===== config.mk =====
export PLATFORM = sky130hd
export DESIGN_NAME = pwm_setting_best_fit_search
export DESIGN_NICKNAME = d
export VERILOG_FILES = /design/src/rtl/pws_pkg.sv /design/src/rtl/pws_div.sv /design/src/rtl/pwm_setting_best_fit_search.sv
export SDC_FILE = /design/constraint.sdc
export NUM_CORES = 1
export LEC_CHECK = 0
export ABC_AREA = 0
export ABC_CLOCK_PERIOD_IN_PS = 19600
export BUFFER_PORTS_ARGS = -buffer_cell sky130_fd_sc_hd__buf_2
export CAP_MARGIN = 20
export CORE_ASPECT_RATIO = 1.75
export CORE_MARGIN = 2
export CORE_UTILIZATION = 40
export CTS_CLUSTER_SIZE = 16
export DETAILED_ROUTE_END_ITERATION = 8
export GPL_TIMING_DRIVEN = 0
export HOLD_SLACK_MARGIN = 0.02
export REMOVE_ABC_BUFFERS = 1
export SLEW_MARGIN = 20
export SYNTH_ARGS = -nofsm -noshare
export SYNTH_HDL_FRONTEND = slang
export SYNTH_HIERARCHICAL = 1
export SYNTH_SLANG_ARGS = --single-unit

===== constraint.sdc =====
create_clock -name clk -period 19.6 [get_ports clk]
set_input_delay 1.96 -clock clk [delete_from_list [all_inputs] [get_ports clk]]
set_output_delay 1.96 -clock clk [all_outputs]
set_load 0.01 [all_outputs]

===== src/rtl/pws_pkg.sv =====
// Package for the PWM prescaler and top best-fit search.
// Holds option tables, register indexes and state codes; depends on nothing.
`default_nettype none

package pws_pkg;

  // Ten divisor/mode options; even positions are fast PWM.
  localparam int unsigned OPT_COUNT = 10;
  localparam int unsigned OPT_BITS  = 4;

  // Counter top must be strictly above this value.
  localparam logic [15:0] MIN_TOP_EXCL = 16'd4;

  // Configuration register indexes.
  localparam int unsigned CFG_IDX_BITS = 2;
  localparam logic [CFG_IDX_BITS-1:0] REG_CLOCK_HZ  = 2'd0;
  localparam logic [CFG_IDX_BITS-1:0] REG_TOP_LIMIT = 2'd1;

  // Reset values of the configuration registers.
  localparam int unsigned CLOCK_HZ_RESET  = 1000000;
  localparam logic [15:0] TOP_LIMIT_RESET = 16'd255;

  // Sequencer state codes.
  localparam logic [2:0] ST_IDLE   = 3'd0;
  localparam logic [2:0] ST_WAIT_Q = 3'd1;
  localparam logic [2:0] ST_OPT    = 3'd2;
  localparam logic [2:0] ST_WAIT_F = 3'd3;
  localparam logic [2:0] ST_FINISH = 3'd4;

  // Log2 of the effective divisor of each option: 1,2,8,16,64,128,256,512,1024,2048.
  function automatic logic [3:0] opt_shift(input logic [OPT_BITS-1:0] idx);
    logic [3:0] s;
    case (idx)
      4'd0:    s = 4'd0;
      4'd1:    s = 4'd1;
      4'd2:    s = 4'd3;
      4'd3:    s = 4'd4;
      4'd4:    s = 4'd6;
      4'd5:    s = 4'd7;
      4'd6:    s = 4'd8;
      4'd7:    s = 4'd9;
      4'd8:    s = 4'd10;
      4'd9:    s = 4'd11;
      default: s = 4'd0;
    endcase
    return s;
  endfunction

endpackage

`default_nettype wire


===== src/rtl/pws_div.sv =====
// Restoring serial divider, one quotient bit per cycle.
// Shared by the search sequencer; depends on no other file.
`default_nettype none

module pws_div #(
  parameter int unsigned W = 26
) (
  input  wire logic         clk,
  input  wire logic         rst,
  input  wire logic         go,
  input  wire logic [W-1:0] dividend,
  input  wire logic [W-1:0] divisor,
  output logic              done,
  output logic [W-1:0]      quotient
);
  localparam int unsigned CNT_BITS = $clog2(W + 1);

  logic [W-1:0]        rem;
  logic [W-1:0]        dvsr;
  logic [CNT_BITS-1:0] cnt;
  logic [W:0]          rem_sh;
  logic [W+1:0]        diff;

  // One trial subtraction per step.
  always_comb begin
    rem_sh = {rem, quotient[W-1]};
    diff   = {1'b0, rem_sh} - {2'b00, dvsr};
  end

  // Step counter and completion strobe.
  always_ff @(posedge clk) begin
    if (rst) begin
      cnt  <= '0;
      done <= 1'b0;
    end else begin
      done <= 1'b0;
      if (go) begin
        cnt <= CNT_BITS'(W);
      end else if (cnt != '0) begin
        cnt <= cnt - 1'b1;
        if (cnt == CNT_BITS'(1)) begin
          done <= 1'b1;
        end
      end
    end
  end

  // Remainder and quotient shift registers.
  always_ff @(posedge clk) begin
    if (go) begin
      rem      <= '0;
      quotient <= dividend;
      dvsr     <= divisor;
    end else if (cnt != '0) begin
      if (!diff[W+1]) begin
        rem <= diff[W-1:0];
      end else begin
        rem <= rem_sh[W-1:0];
      end
      quotient <= {quotient[W-2:0], ~diff[W+1]};
    end
  end

endmodule

`default_nettype wire


===== src/rtl/pwm_setting_best_fit_search.sv =====
// Top level of the PWM prescaler and top best-fit search.
// Depends on pws_pkg and the serial divider pws_div.
`default_nettype none

// Usage:
//   Configuration: cfg_valid/cfg_ready transfer cfg_data into register cfg_index
//   (0 clock_hz, 1 top_limit; other indexes are ignored). cfg_ready is always high;
//   write only while busy is low.
//   Request: a transfer happens when start is high and busy is low; target_hz is
//   captured then and busy stays high until the cycle in which done is high.
//   Result: done is high for exactly one cycle with found, prescale, top_value,
//   pwm_fast and achieved_hz valid; the receiver takes it in that cycle and
//   cannot hold it off.
//   Search: one rounded divide for the quotient, then up to ten options, each
//   checked in turn and given a divide for the achieved frequency when it is
//   usable. Both kinds of divide run in the shared serial divider; a zero
//   target skips them and goes straight to the result.
//   Throughput: busy drops in the cycle that shows done, so the next start can
//   transfer at the same edge as the result.
//   Reset: synchronous, active high; clock_hz returns to 1000000, top_limit to
//   255, and the block goes idle.
module pwm_setting_best_fit_search #(
  parameter int unsigned FREQ_BITS = 25
) (
  input  wire logic                              clk,
  input  wire logic                              rst,
  input  wire logic                              cfg_valid,
  output logic                                   cfg_ready,
  input  wire logic [pws_pkg::CFG_IDX_BITS-1:0]  cfg_index,
  input  wire logic [FREQ_BITS-1:0]              cfg_data,
  input  wire logic                              start,
  output logic                                   busy,
  input  wire logic [FREQ_BITS-1:0]              target_hz,
  output logic                                   done,
  output logic                                   found,
  output logic [10:0]                            prescale,
  output logic [15:0]                            top_value,
  output logic                                   pwm_fast,
  output logic [FREQ_BITS-1:0]                   achieved_hz
);
  import pws_pkg::*;

  localparam int unsigned W = FREQ_BITS + 1;

  logic [FREQ_BITS-1:0] clock_hz;
  logic [15:0]          top_limit;
  logic [2:0]           state;
  logic [OPT_BITS-1:0]  idx;
  logic [W-1:0]         q;
  logic [W-1:0]         limit_hz;
  logic [15:0]          cand_top;

  logic                 div_go;
  logic [W-1:0]         div_dividend;
  logic [W-1:0]         div_divisor;
  logic                 div_done;
  logic [W-1:0]         div_quo;

  logic [3:0]           sh;
  logic [W-1:0]         d_full;
  logic [W-1:0]         top_full;
  logic                 opt_fast;
  logic                 opt_end;
  logic                 opt_ok;

  assign cfg_ready = 1'b1;
  assign busy      = (state != ST_IDLE);

  // Configuration registers.
  always_ff @(posedge clk) begin
    if (rst) begin
      clock_hz  <= FREQ_BITS'(CLOCK_HZ_RESET);
      top_limit <= TOP_LIMIT_RESET;
    end else if (cfg_valid && cfg_ready) begin
      case (cfg_index)
        REG_CLOCK_HZ:  clock_hz  <= cfg_data;
        REG_TOP_LIMIT: top_limit <= cfg_data[15:0];
        default: ;
      endcase
    end
  end

  // Current option: divisor, top and whether it is usable.
  always_comb begin
    sh       = opt_shift(idx);
    opt_fast = ~idx[0];
    d_full   = W'(1) << sh;
    opt_end  = (idx == OPT_BITS'(OPT_COUNT)) || (q < d_full);
    top_full = (q >> sh) - W'(opt_fast);
    opt_ok   = (top_full > W'(MIN_TOP_EXCL)) && (top_full < W'(top_limit));
  end

  // Divider operand selection.
  always_comb begin
    div_go       = 1'b0;
    div_dividend = W'(clock_hz) >> sh;
    div_divisor  = W'(top_full[15:0]);
    if (state == ST_IDLE) begin
      div_go       = start && (target_hz != '0);
      div_dividend = W'(clock_hz) + W'(target_hz >> 1);
      div_divisor  = W'(target_hz);
    end else if (state == ST_OPT) begin
      div_go = !opt_end && opt_ok;
    end
  end

  pws_div #(.W(W)) u_div (
    .clk      (clk),
    .rst      (rst),
    .go       (div_go),
    .dividend (div_dividend),
    .divisor  (div_divisor),
    .done     (div_done),
    .quotient (div_quo)
  );

  // Search sequencer.
  always_ff @(posedge clk) begin
    if (rst) begin
      state <= ST_IDLE;
      done  <= 1'b0;
      idx   <= '0;
    end else begin
      done <= 1'b0;
      case (state)
        ST_IDLE: begin
          if (start) begin
            idx   <= '0;
            state <= (target_hz != '0) ? ST_WAIT_Q : ST_FINISH;
          end
        end
        ST_WAIT_Q: begin
          if (div_done) begin
            state <= ST_OPT;
          end
        end
        ST_OPT: begin
          if (opt_end) begin
            state <= ST_FINISH;
          end else if (opt_ok) begin
            state <= ST_WAIT_F;
          end else begin
            idx <= idx + 1'b1;
          end
        end
        ST_WAIT_F: begin
          if (div_done) begin
            idx   <= idx + 1'b1;
            state <= ST_OPT;
          end
        end
        ST_FINISH: begin
          done  <= 1'b1;
          state <= ST_IDLE;
        end
        default: state <= ST_IDLE;
      endcase
    end
  end

  // Working values and the best option so far.
  always_ff @(posedge clk) begin
    if (rst) begin
      found <= 1'b0;
    end else if (state == ST_IDLE && start) begin
      found <= 1'b0;
    end else if (state == ST_WAIT_F && div_done && div_quo < limit_hz) begin
      found <= 1'b1;
    end
  end

  always_ff @(posedge clk) begin
    case (state)
      ST_IDLE: begin
        if (start) begin
          limit_hz    <= W'(target_hz) << 1;
          prescale    <= '0;
          top_value   <= '0;
          pwm_fast    <= 1'b0;
          achieved_hz <= '0;
        end
      end
      ST_WAIT_Q: begin
        if (div_done) begin
          q <= div_quo;
        end
      end
      ST_OPT: begin
        cand_top <= top_full[15:0];
      end
      ST_WAIT_F: begin
        if (div_done && div_quo < limit_hz) begin
          limit_hz    <= div_quo;
          achieved_hz <= div_quo[FREQ_BITS-1:0];
          top_value   <= cand_top;
          pwm_fast    <= ~idx[0];
          prescale    <= 11'(1) << opt_shift({idx[OPT_BITS-1:1], 1'b0});
        end
      end
      default: ;
    endcase
  end

  // Checks on the sequencer and the result.
  a_done_busy: assert property (@(posedge clk) disable iff (rst) done |-> !busy)
    else $error("result strobe while still searching");

  a_start_busy: assert property (@(posedge clk) disable iff (rst)
    (start && !busy && target_hz != '0) |=> busy)
    else $error("accepted request did not start a search");

  a_not_found: assert property (@(posedge clk) disable iff (rst)
    (done && !found) |-> (prescale == '0 && top_value == '0 && achieved_hz == '0))
    else $error("not-found result carries nonzero fields");

  a_found_top: assert property (@(posedge clk) disable iff (rst)
    (done && found) |-> (top_value > MIN_TOP_EXCL && prescale != '0))
    else $error("found result with unusable top or prescale");

endmodule

`default_nettype wire


---- Word-level counts from Yosys, hierarchy flattened ----
Memories as Yosys holds them, arrays and structs flattened. A register that Yosys moved wholly into a read port is not among the register bits.
Index checks and enable logic that the tools add are counted.
word-level totals
  register bits after elaboration ......... 255
  ROM bits ................................ 64
  input port bits ......................... 56
  memories ................................ 1
operators by class
  add/subtract/negate cells ............... 5
  $lt $le $gt $ge ......................... 4
  equal/unequal tests ..................... 18
  shift-type cells ........................ 4
  multiplexer cells ....................... 42
  bitwise gates (word level) .............. 3
  reduce and logical (&&, ||, !) cells .... 27
memory list
  name             depth  bits a word  rd ports  clocked after memory_dff  write ports  line           RTL
  (no name shown)  16     4            1         1                         0            pws_pkg.sv:33  case (idx)
operators with widths
  operator                number
  $mux W26                6
  $lt A26 B26 Y1          2
  $pmux W26 S2            1
  $mux W25                2
  $pmux W25 S2            1
  $mux W16                3
  $mux W4                 8
  $pmux W16 S2            1
  $sub A27 B26 Y28        1
  $add A25 B24 Y26        1
  $gt A26 B3 Y1 const B   1
  $lt A26 B16 Y1          1
  $shl A1 B4 Y26 const A  1
  $shr A25 B4 Y26         1
  $shr A26 B4 Y26         1
  $sub A26 B1 Y26         1
  $reduce_bool A25 Y1     1
  $mux W11                2
  $pmux W11 S2            1
  $pmux W4 S4             1
  $mux W3                 5
  $eq A3 B2 Y1 const B    4
  $pmux W4 S3             1
  $shl A1 B4 Y11 const A  1
  other kinds (28)        55

---- Logic depth before layout (Yosys ltp) ----
  depth after elaboration ................. 9
  gate-level depth with buffers ........... 36

---- By module ----
Netlist, hierarchy kept.
modules (own cells, without submodules)
  module                       instances  cells each  area each (um^2)
  pwm_setting_best_fit_search  1          1348        12517.0
  pws_div                      1          479         4857.2

---- Worst setup path before layout ----
No wires, ideal clock.
  kind .................................... register -> register
  from .................................... register sh[1] (netlist name)
  to ...................................... register u_div.quotient[0], enable pin
  arrival time ............................ 7.527 ns
  required time ........................... 19.219 ns
  path slack .............................. 11.692 ns
  cell stages (with the launch flop) ...... 35
  cells stage by stage .................... dfxtp_1 buf_2 buf_4 buf_2 buf_2 buf_1 buf_1 clkbuf_1 mux2i_1 mux4_2 nor2_1 a21oi_1 ha_1 nor2b_1 o2bb2ai_1 and3_1 buf_2 nand3_1 xor2_1 inv_1 ha_1 a21o_1 a21oi_1 nor2b_1 o21ai_0 nand2b_1 a32oi_1 nor4b_1 nand3_1 nor2_1 nand2_1 o21ai_0 clkbuf_1 nor2_1 inv_1
between the ends
  cells in the longest elaborated chain, start to end .. 8
  elaborated cells on any way between the ends .. 13
  those cells by class .................... 1 x add/sub; 3 x order compare; 2 x shift; 2 x mux; 5 x reduce/logical
ends and longest elaborated chain
  item                                                    line                                RTL
  $shr A26 B4 Y26 (*)                                     pwm_setting_best_fit_search.sv:89   top_full = (q >> sh) - W'(opt_fast);
  $sub A26 B1 Y26 (*)                                     pwm_setting_best_fit_search.sv:89
  via top_full[11]                                        pwm_setting_best_fit_search.sv:61   logic [W-1:0] top_full;
  $gt A26 B3 Y1 / $lt A26 B16 Y1 (equally long branches)  pwm_setting_best_fit_search.sv:90   opt_ok = (top_full > W'(MIN_TOP_EXCL)) && (top_full < W'(top_limit));
  $logic_and A1 B1 Y1 (*)                                 pwm_setting_best_fit_search.sv:90
  $logic_and A1 B1 Y1 (*)                                 pwm_setting_best_fit_search.sv:103  div_go = !opt_end && opt_ok;
  $mux W1 (*)                                             pwm_setting_best_fit_search.sv:102  end else if (state == ST_OPT) begin
  $mux W1 (*)                                             pwm_setting_best_fit_search.sv:98   if (state == ST_IDLE) begin
  via div_go                                              pwm_setting_best_fit_search.sv:53   logic div_go;
  $reduce_bool A2 Y1 (no line) (*)                        -
  end signal: assignment                                  pws_div.sv:52                       quotient <= dividend;
  end signal: assignment                                  pws_div.sv:60                       quotient <= {quotient[W-2:0], ~diff[W+1]};
  end: declaration                                        pws_div.sv:14                       output logic [W-1:0] quotient
Mark *: on every way through the listed nets, which the timed path passes. The rest lies on a longest branch.
A chain may end at the register's enable or synchronous reset.

---- Final worst setup path ----
  from .................................... register sh[1] (netlist name)
  to ...................................... register u_div.quotient[0], enable pin
between the ends
  cells in the longest elaborated chain, start to end .. 8
  elaborated cells on any way between the ends .. 13
  those cells by class .................... 1 x add/sub; 3 x order compare; 2 x shift; 2 x mux; 5 x reduce/logical
ends and longest elaborated chain
  item                                                    line
  $shr A26 B4 Y26 (*)                                     pwm_setting_best_fit_search.sv:89
  $sub A26 B1 Y26 (*)                                     pwm_setting_best_fit_search.sv:89
  via top_full[5]                                         pwm_setting_best_fit_search.sv:61
  $gt A26 B3 Y1 / $lt A26 B16 Y1 (equally long branches)  pwm_setting_best_fit_search.sv:90
  $logic_and A1 B1 Y1 (*)                                 pwm_setting_best_fit_search.sv:90
  $logic_and A1 B1 Y1 (*)                                 pwm_setting_best_fit_search.sv:103
  $mux W1 (*)                                             pwm_setting_best_fit_search.sv:102
  $mux W1 (*)                                             pwm_setting_best_fit_search.sv:98
  via div_go                                              pwm_setting_best_fit_search.sv:53
  $reduce_bool A2 Y1 (no line) (*)                        -
Marks and branches as above.

==> summary.md <==
| Metric | Value |
|---|---|
| Worst slew pin tran | `1061 ps` |
| Post-Syn Area per Cell | `9.510 sq um` |
| Clk Latency, worst-skew pair | `560 ps` |
| Seq/Total Area, Yosys | `0.3964` |
| Height of the die | `279.7 microns` |
| Core area | `43090 sq um` |
| Pwr/cell area | `133.1 nW/um^2` |
| Layout Nets | `2067` |
| Ys async rst share | `0` |
| I/O pin cnt | `113` |
| Largest net degree at the start of global routing | `63` |
| Routed len/inst | `22.21 microns` |
| R2R cell count | `26` |
| Hold wc startpoint | `top_limit[12]` |
| Placer Congestion | `0.9032` |
| Leading area contributor after synthesis | `edfxtp_1` |
| Max cap viols | `0` |
| Share of layout cells above drive strength 1 | `0.1536` |
| Clock tree buffer depth | `3` |
| Mapped Area | `17370 sq um` |
| Vias in the first global route | `14644` |
| Reg-to-reg critical path endpoint | `u_div/quotient[0]` |
| Crit. End Element | `register` |
| Initial antenna violation count | `1` |
| Drt drc | `0` |
| Global-route usage over all layers | `0.2407` |
| Core Rows | `101` |
| Setup Fix Bufs, Post-CTS | `0` |
| Initial core utilization | `0.4032` |
| Initial DRC Count | `833` |
| Worst hold path endpoint | `top_limit[12]` |
| # setup viols final | `0` |
| Crit-path max FO | `40` |
| CTS tree | `done` |
| GR Overflow Total | `0` |
| Layout area overhead | `12.13%` |
| Clock Skew | `12.95 ps` |
| Peak VDD IR | `0.07926 mV` |
| Synth cell types | `94` |
| Outcome | `completed` |
| Synth Instances | `1827` |
| Syn. warnings | `6` |
| Dominant cells by area after synthesis | `edfxtp_1 (30%), dfxtp_1 (9.9%), ha_1 (8.3%)` |
| Crit path time final | `8434 ps` |
| Total CTS buffers | `27` |
| CTS H-tree depth | `1` |
| Worst min path class | `register to register` |
| Sum Neg Setup Slack | `0 ps` |
| Via density | `5.839` |
| RSZ-0062 raised after global routing | `no` |
| Post-DRT Antenna Nets | `0` |
| Wire length of the first global-routing pass | `83670 microns` |
| Clock transition at path regs | `60 ps` |
| Hold Crit Depth | `2` |
| Slew Limit Fails | `0` |
| Port Buffers | `111` |
| Fin. Hold Viols | `0` |
| Slowest cell on crit path | `a211oi_1` |
| Post_cts resized | `0` |
| Number of synthesized flops with an enable pin | `172` |
| Crit Reg-Reg Startpoint | `sh[1]` |
| Antenna Cells | `0` |
| Final Routed Wirelength | `55090 microns` |
| CTS Root Cell | `clkbuf_16` |
| Die width | `161.5 microns` |
| Leakage | `7.978 nW` |
| Fin crit share | `0.4303` |
| WS Path Type | `register to register` |
| Slowest stage delay, CP | `880 ps` |
| Slew HR | `0.2907` |
| Crit path arrival time | `8610 ps` |
| Clk sinks | `258` |
| Achievable Freq | `118.6 MHz` |
| Top cell type's share of synthesized area | `0.2973` |
| Critical Path Source Type | `register` |
| Pre-CTS setup slack | `11370 ps` |
| Detail Placement HPWL | `41910 microns` |
| Worst reg-to-reg setup slack | `11170 ps` |
| Setup ws final | `11170 ps` |
| Register bit count reported by yosys | `258` |
| Die area | `45180 sq um` |
| Worst EP required | `19780 ps` |
| Total number of vias | `14480` |
| Cts hold-fix bufs | `0` |
| First-pass DRT Iterations | `5` |
| Ys flop type | `edfxtp_1` |
==> layout by cell type (no fill, tap or decap), types with 6 or more instances in the layout <==
cell,n
nand3_1,45
mux2_2,48
a311oi_2,12
conb_1,8
nor2_1,141
nand4_1,14
a211oi_1,27
nor3_1,32
xnor2_1,32
a21boi_0,7
or3_1,6
buf_2,111
o22ai_1,12
clkbuf_16,28
mux2i_1,51
nor2b_1,17
nand2b_1,16
mux4_2,26
o21a_1,16
a22oi_1,7
and3_1,52
a21oi_1,129
a31oi_1,8
ha_1,115
o21ai_1,6
dfxtp_1,81
nand2_1,217
edfxtp_1,172
inv_1,109
a21o_1,56
o21ai_0,76
and2_1,21
xor2_1,16
o31ai_1,9
o211ai_1,17
nor4_1,15
==> per-stage QoR <==
stage               total power, mW  area (sq um)  utilization  hold slack, ps  instances
finish                        2.592         19480       0.4521           456.6       2480
global route                  2.760         19480       0.4521           477.7       2480
CTS                           2.605         19480       0.4521           457.7       2480
detailed placement            2.076         18590       0.4314           449.4       2431
global placement              2.045         18240       0.4233           438.9       2414
floorplan                     1.693         16980            -           430.3       1737
==> sequential cells by signal, indices dropped and copies added, names as in the netlist, 25 cells and up <==
name / flops
q: 26
u_div/quotient: 26
limit_hz: 25
u_div/dvsr: 26
clock_hz: 25
u_div/rem: 26
achieved_hz: 25
==> area by class of cell <==
type / instances / area (sq um)
multi-input combinational: 1364 / 9704
fill: 4111 / 23610
timing repair buffer: 128 / 844.6
clock inverter: 14 / 143.9
sequential: 258 / 6900
clock buffer: 35 / 747.0
inverter: 115 / 432.9
tap: 566 / 708.2
==> report_power, final <==
| group | switching [mW] | internal, mW | total, mW | leakage, nW |
|---|---|---|---|---|
| Sequential | 0.117 | 0.765 | 0.882 | 2.37 |
| Clock | 0.226 | 0.297 | 0.523 | 0.428 |
| Combinational | 0.713 | 0.473 | 1.19 | 5.18 |
==> worst max-delay path by stage <==
stage | depth (start not counted) | slack [ps] | to | startpoint
2_1_floorplan | 5 | 8650 | u_div/quotient[0] | state[0]
3_3_place_gp | 5 | 1170 | u_div/quotient[25] | state[0]
3_5_place_dp | 27 | 11370 | u_div/quotient[2] | sh[1]
4_1_cts | 26 | 11350 | u_div/quotient[4] | sh[1]
5_1_grt | 24 | 10900 | u_div/quotient[4] | sh[1]
6_report | 26 | 11170 | u_div/quotient[0] | sh[1]
==> cell usage after synthesis (27+ instances only) <==
| cell type | n |
|---|---|
| inv_1 | 111 |
| clkbuf_1 | 66 |
| mux2i_1 | 51 |
| nand3_1 | 45 |
| a211oi_1 | 27 |
| xnor2_1 | 32 |
| nor2_1 | 142 |
| mux2_2 | 48 |
| nor3_1 | 33 |
| ha_1 | 115 |
| o21ai_0 | 77 |
| a21o_1 | 56 |
| and3_1 | 53 |
| nand2_1 | 220 |
| edfxtp_1 | 172 |
| a21oi_1 | 129 |
| dfxtp_1 | 86 |
==> cell families (layout without fill, tap and decap cells) <==
| family | Yosys count | count (layout) | synth area share |
|---|---|---|---|
| fa+ha+maj | 118 | 118 | 0.08570 |
| buf+inv | 211 | 292 | 0.04897 |
| xor+xnor | 48 | 48 | 0.02420 |
| compound gates | 447 | 447 | 0.1765 |
| mux | 130 | 130 | 0.1010 |
| simple gates | 613 | 613 | 0.1668 |
| flops | 258 | 258 | 0.3964 |
| other cells | 2 | 8 | 0.0004323 |
==> metal layers <==
layer	track usage	part of all wire	vias up
met3	0.02813	0.038	176
li1	-	-	6837
met4	0.1646	0.076	2
met1	0.2407	0.35	7071
met5	0	0.00031	-
met2	0.4584	0.54	394
==> worst max-delay path, delay by kind of cell (launching register included) <==
family | cells | cell delay (ps)
flops | 1 | 700
fa+ha+maj | 2 | 560
compound gates | 9 | 2360
simple gates | 7 | 1760
mux | 2 | 870
buf+inv | 6 | 1680
(Power assumes the default switching activity.)
